## src/hw/rtl/cnf_tautology_clause_counter_unit_defines.svh

```systemverilog
// ============================================================================
// Assertion macros for the CNF tautology clause counter
// Shared helpers so that assertion code compiles away in synthesis builds.
// ============================================================================
`ifndef CNF_TAUTOLOGY_CLAUSE_COUNTER_UNIT_DEFINES_SVH
`define CNF_TAUTOLOGY_CLAUSE_COUNTER_UNIT_DEFINES_SVH

`ifndef SYNTH
// Same-cycle implication, sampled on clock, disabled in reset.
`define CTCC_ASSERT_IMPL(name, ante, cons) \
   name: assert property (@(posedge clock) disable iff (reset) (ante) |-> (cons)) \
      else $error("ctcc: same-cycle check failed");
// Next-cycle implication, sampled on clock, disabled in reset.
`define CTCC_ASSERT_NEXT(name, ante, cons) \
   name: assert property (@(posedge clock) disable iff (reset) (ante) |=> (cons)) \
      else $error("ctcc: next-cycle check failed");
`else
`define CTCC_ASSERT_IMPL(name, ante, cons)
`define CTCC_ASSERT_NEXT(name, ante, cons)
`endif

`endif

```

## src/hw/rtl/ctcc_ram.sv

```systemverilog
// ============================================================================
// ctcc_ram
// Generic single-port-write, single-port-read RAM with a registered read.
// A read at the address being written returns the old contents.
// ============================================================================
`timescale 1ns / 1ps

module ctcc_ram #(
   parameter int unsigned DATA_WIDTH = 8,
   parameter int unsigned DEPTH      = 16
) (
   input  logic                         clock,
   input  logic                         wr_en,
   input  logic [$clog2(DEPTH)-1:0]     wr_addr,
   input  logic [DATA_WIDTH-1:0]        wr_data,
   input  logic                         rd_en,
   input  logic [$clog2(DEPTH)-1:0]     rd_addr,
   output logic [DATA_WIDTH-1:0]        rd_data
);

   logic [DATA_WIDTH-1:0] mem_ff [DEPTH];
   logic [DATA_WIDTH-1:0] rd_data_ff;

   // Write port.
   always_ff @(posedge clock) begin
      if (wr_en) begin
         mem_ff[wr_addr] <= wr_data;
      end
   end

   // Registered read port; data holds while no read is issued.
   always_ff @(posedge clock) begin
      if (rd_en) begin
         rd_data_ff <= mem_ff[rd_addr];
      end
   end

   assign rd_data = rd_data_ff;

endmodule

```

## config.mk

```make
export PLATFORM = sky130hd
export DESIGN_NAME = ctcc_ram
export DESIGN_NICKNAME = d
export VERILOG_FILES = /design/src/hw/rtl/cnf_tautology_clause_counter_unit_defines.svh /design/src/hw/rtl/ctcc_ram.sv
export SDC_FILE = /design/constraint.sdc
export NUM_CORES = 1
export LEC_CHECK = 0
export BUFFER_PORTS_ARGS = -buffer_cell sky130_fd_sc_hd__buf_2
export CAP_MARGIN = 20
export CORE_ASPECT_RATIO = 0.8
export CORE_MARGIN = 5
export CORE_UTILIZATION = 60
export CTS_CLUSTER_SIZE = 25
export DETAILED_ROUTE_END_ITERATION = 16
export PLACE_DENSITY = 0.84
export SETUP_SLACK_MARGIN = 0.3
export SKIP_LAST_GASP = 1
export SLEW_MARGIN = 20
export SYNTH_ARGS = -nofsm -noshare
export SYNTH_HDL_FRONTEND = slang
export SYNTH_SLANG_ARGS = --single-unit
```

## constraint.sdc

```tcl
create_clock -name clock -period 2.1 [get_ports clock]
set_clock_uncertainty 0.15 [all_clocks]
set_input_delay 0 -clock clock [delete_from_list [all_inputs] [get_ports clock]]
set_output_delay 0 -clock clock [all_outputs]
set_load 0.05 [all_outputs]
```

==> Word level (Yosys, flattened, before mapping) <==
Memory sizes are Yosys's and may differ from the RTL's. A register that Yosys moved wholly into a read port is not among the register bits.
Index checks and enable logic that the tools add are counted.
{ "totals": {"ff_bits": 0, "ramBits": 128, "input_bits": 19, "out_inout_bits": 8, "word_cells": 3, "n_memories": 1} }
{ "classes": {"n_mux": 2} }
{ "mem_list": {"columns": ["memory", "words", "word_bits", "read_ports", "rd_ports_with_merged_regs", "wr", "line_no", "source"], "rows": [
  ["mem_ff", 16, 8, 1, 1, 1, "ctcc_ram.sv:21", "logic [DATA_WIDTH-1:0] mem_ff [DEPTH];"]
]} }
{ "ops": {"columns": ["operator", "count"], "rows": [
  ["2-to-1 mux 1 bit", 2]
]} }

==> Logic depth before layout (Yosys ltp) <==
{ "depth": {"word_depth": 2, "depth_mapped": 5, "mapped_depth_nobuf": 3} }

==> Worst setup path after synthesis <==
Ideal clock, no wire load.
{ "synth_path": {"path_type": "input -> register", "startpoint": "input wr_addr[2]", "endpoint": "memory mem_ff[0][0] (enable)", "setup_time_ns": 0.383, "arrival_time_ns": 1.110, "required_time_ns": 1.567, "setup_slack_ns": 0.457, "cell_stages": 2, "n_path_buf": 0, "cell_sequence": "or3b_2 > nor3_1"} }
{ "synth_rtl": {"columns": ["item", "line_no", "source"], "rows": [
  ["start: declaration", "ctcc_ram.sv:14", "input logic [$clog2(DEPTH)-1:0] wr_addr,"],
  ["end: declaration", "ctcc_ram.sv:21", null]
]} }
Straight into the memory's write port.

==> Final worst setup path <==
{ "layout_path": {"startpoint": "input wr_addr[3]", "endpoint": "memory mem_ff[5][0] (enable)"} }
Straight into the memory's write port.

==> out/qor.txt <==
Fmax achieved - 0.573 GHz
layout cells sized above 1 - 0.296
switching power total - 1300 uW
min cycle time layout - 1.75 ns
total wire length - 10,400 um
Req. time, crit path - 2.17 ns
filler cell count - 478
period utilization - 0.831
P per Cell Area - 991 mW/mm^2
gr ovfl total - 0
mapped cell area - 0.00523 sq mm
cells along the critical path - buf_2 -> dlygate4sd3_1 -> nand3b_1 -> dlygate4sd3_1 -> nor2_1 -> buf_4
hold_ws - 0.0558 ns
post-detail-place hpwl - 6000 um
Slew HR - 0.512
CTS Buf Count - 17
ant diodes - 0
Synth Warn # - 0
Site Rows - 30
static leakage - 0.00217 uW
vias in the first global route - 2,834
Core Util, Final - 0.748
post-synth net total - 248
overall routing resource usage - 0.220
post-route insts no fill - 426
Internal Pwr Total - 4990 uW
worst path bufs/invs - 4
HP Class - in -> reg
1st-pass router iterations - 5
sequential cell fraction of total power - 0.490
Vias - 2,604
register area share after synthesis - 0.781
Port Buffers - 26
fin. max-slew vios - 0
first-pass GRT wire length - 16,200 um
path type of the worst setup path - in -> reg
CP most frequent cell - dlygate4sd3_1
cell family contributing the most delay on the critical path - buffers and inverters
Least-Margin Pin Slew - 0.730 ns
clock share of power - 0.455
status - finished clean
largest net degree at the start of global routing - 33
Die Y - 93.5 um
Sw Share - 0.207
Core ar. - 0.00848 sq mm
Root Driver - clkbuf_8
slowest library cell on the worst path - dlygate4sd3_1
Clk Latency, worst-skew pair - 0.53 ns
Post-Syn Area per Cell - 22.8 sq um
Worst-path clk slew - 0.06 ns
Antenna Nets Post-Route - 0
Initial Util - 0.616
crit path DAT - 1.82 ns
Routed wire per std cell - 24.4 um
final hold violation count - 0
most frequent cells in the layout - edfxtp_1, buf_2, dlygate4sd3_1, mux4_2
CP Max Fanout - 8
Die Area - 0.0107 sq mm
max incr delay on CP - 0.62 ns
Syn-to-layout area delta - 21.3%
Post-Synthesis Cells - 229
placed cells - 375
final RePlAce weighted congestion - 0.786
initial antenna violation count - 0
endpoint class of the critical path - flop
nets - 320
die width - 114 um
H-tree depth - 4
Distinct cells, synth - 18
most common cell after layout, fill and taps aside - edfxtp_1
Logic pwr share - 0.055
Setup-failing EPs final - 0
CTS tree - built
1st-iter DRT viols - 242
Startpoint Class - input pin
number of max-cap violations - 0
#FFs+latches synth - 136
clk sinks - 136
Max Buffers Root-to-Sink - 2
final setup TNS - 0 ns
Residual DRC - 0
RSZ-0062 raised after global routing - false
I/O Pins - 27
VDD IR max - 0.000723 V
vias per cell - 6.11
==> synth_stat cells (all sizes together) <==
master	n	area share
nor2	13	0.0093
mux4	32	0.15
nand2	9	0.0065
nand2b	2	0.0024
nand3	1	0.00096
and2	1	0.0012
or3b	1	0.0017
nand3b	2	0.0029
edfxtp	136	0.78
nor3	4	0.0038
clkdlybuf4s25	3	0.0057
buf	7	0.011
nor2b	1	0.0012
and2b	1	0.0014
a22oi	16	0.023
==> power by group through the flow <==
stage / Sequential [uW] / Clock, uW / Combinational, uW
floorplan: 3170 / 0 / 154
global placement: 3130 / 0 / 309
detailed placement: 3130 / 0 / 318
CTS: 3080 / 2910 / 346
global route: 3080 / 3050 / 371
finish: 3080 / 2860 / 346
==> worst register-to-register path, delay by kind of cell, from the launching register on <==
family | cells | cell delay, ns
compound gates | 1 | 0.32
simple gates | 1 | 0.10
mux | 1 | 0.48
flops | 1 | 0.38
==> through the flow <==
step           total power, uW  worst slack, ns  instance area [sq um]
6_report                  6290            0.355                   6340
5_1_grt                   6500            0.320                   6340
4_1_cts                   6340            0.365                   6330
3_5_place_dp              3450            0.369                   5570
3_3_place_gp              3440            0.383                   5570
2_1_floorplan             3330            0.457                   5230
==> cell type report <==
| cell class | count | area, sq um | share of cell area |
|---|---|---|---|
| repair buffers | 63 | 484 | 0.0763 |
| clock inverters | 15 | 159 | 0.0250 |
| flip-flops and latches | 136 | 4080 | 0.644 |
| multi-input cells | 83 | 1060 | 0.167 |
| clock buffers | 17 | 414 | 0.0653 |
| well taps | 112 | 140 | 0.0221 |
==> timing repair <==
item	in CTS	in global routing
buffers inserted	0	0
setup endpoints to repair	0	8
hold buffers	19	0
hold endpoints to repair	267	0
resized for setup	0	2
==> path summary, 6_finish.rpt <==
| path | slack, ns | depth (start not counted) | start | to |
|---|---|---|---|---|
| worst max register to register | 0.41 | 3 | mem_ff[3][7] | rd_data[7] |
| worst min register to register | 0.61 | 3 | mem_ff[12][3] | rd_data[3] |
| worst min-delay path | 0.06 | 5 | rd_addr[1] | rd_data[3] |
| worst max-delay path | 0.35 | 6 | wr_addr[3] | mem_ff[5][0] |
==> cell families after synthesis <==
family | after synthesis | share of synthesized area
AOI/OAI and AO/OA | 16 | 0.0230
DFF | 136 | 0.781
muxes | 32 | 0.148
and+or+nand+nor | 35 | 0.0314
buffers and inverters | 10 | 0.0165
==> flip-flops by register name, summed over array words and instances, names as in the netlist <==
register / flops
mem_ff: 128
rd_data: 8
==> metal layers <==
metal | up-vias | global-route usage | share of wire
li1 | 1131 | - | -
met1 | 1321 | 0.293 | 0.38
met2 | 138 | 0.341 | 0.50
met3 | 14 | 0.0653 | 0.096
met4 | 0 | 0.0959 | 0.017
met5 | - | 0 | 0
Note: power is estimated with default switching activity, not from simulation.
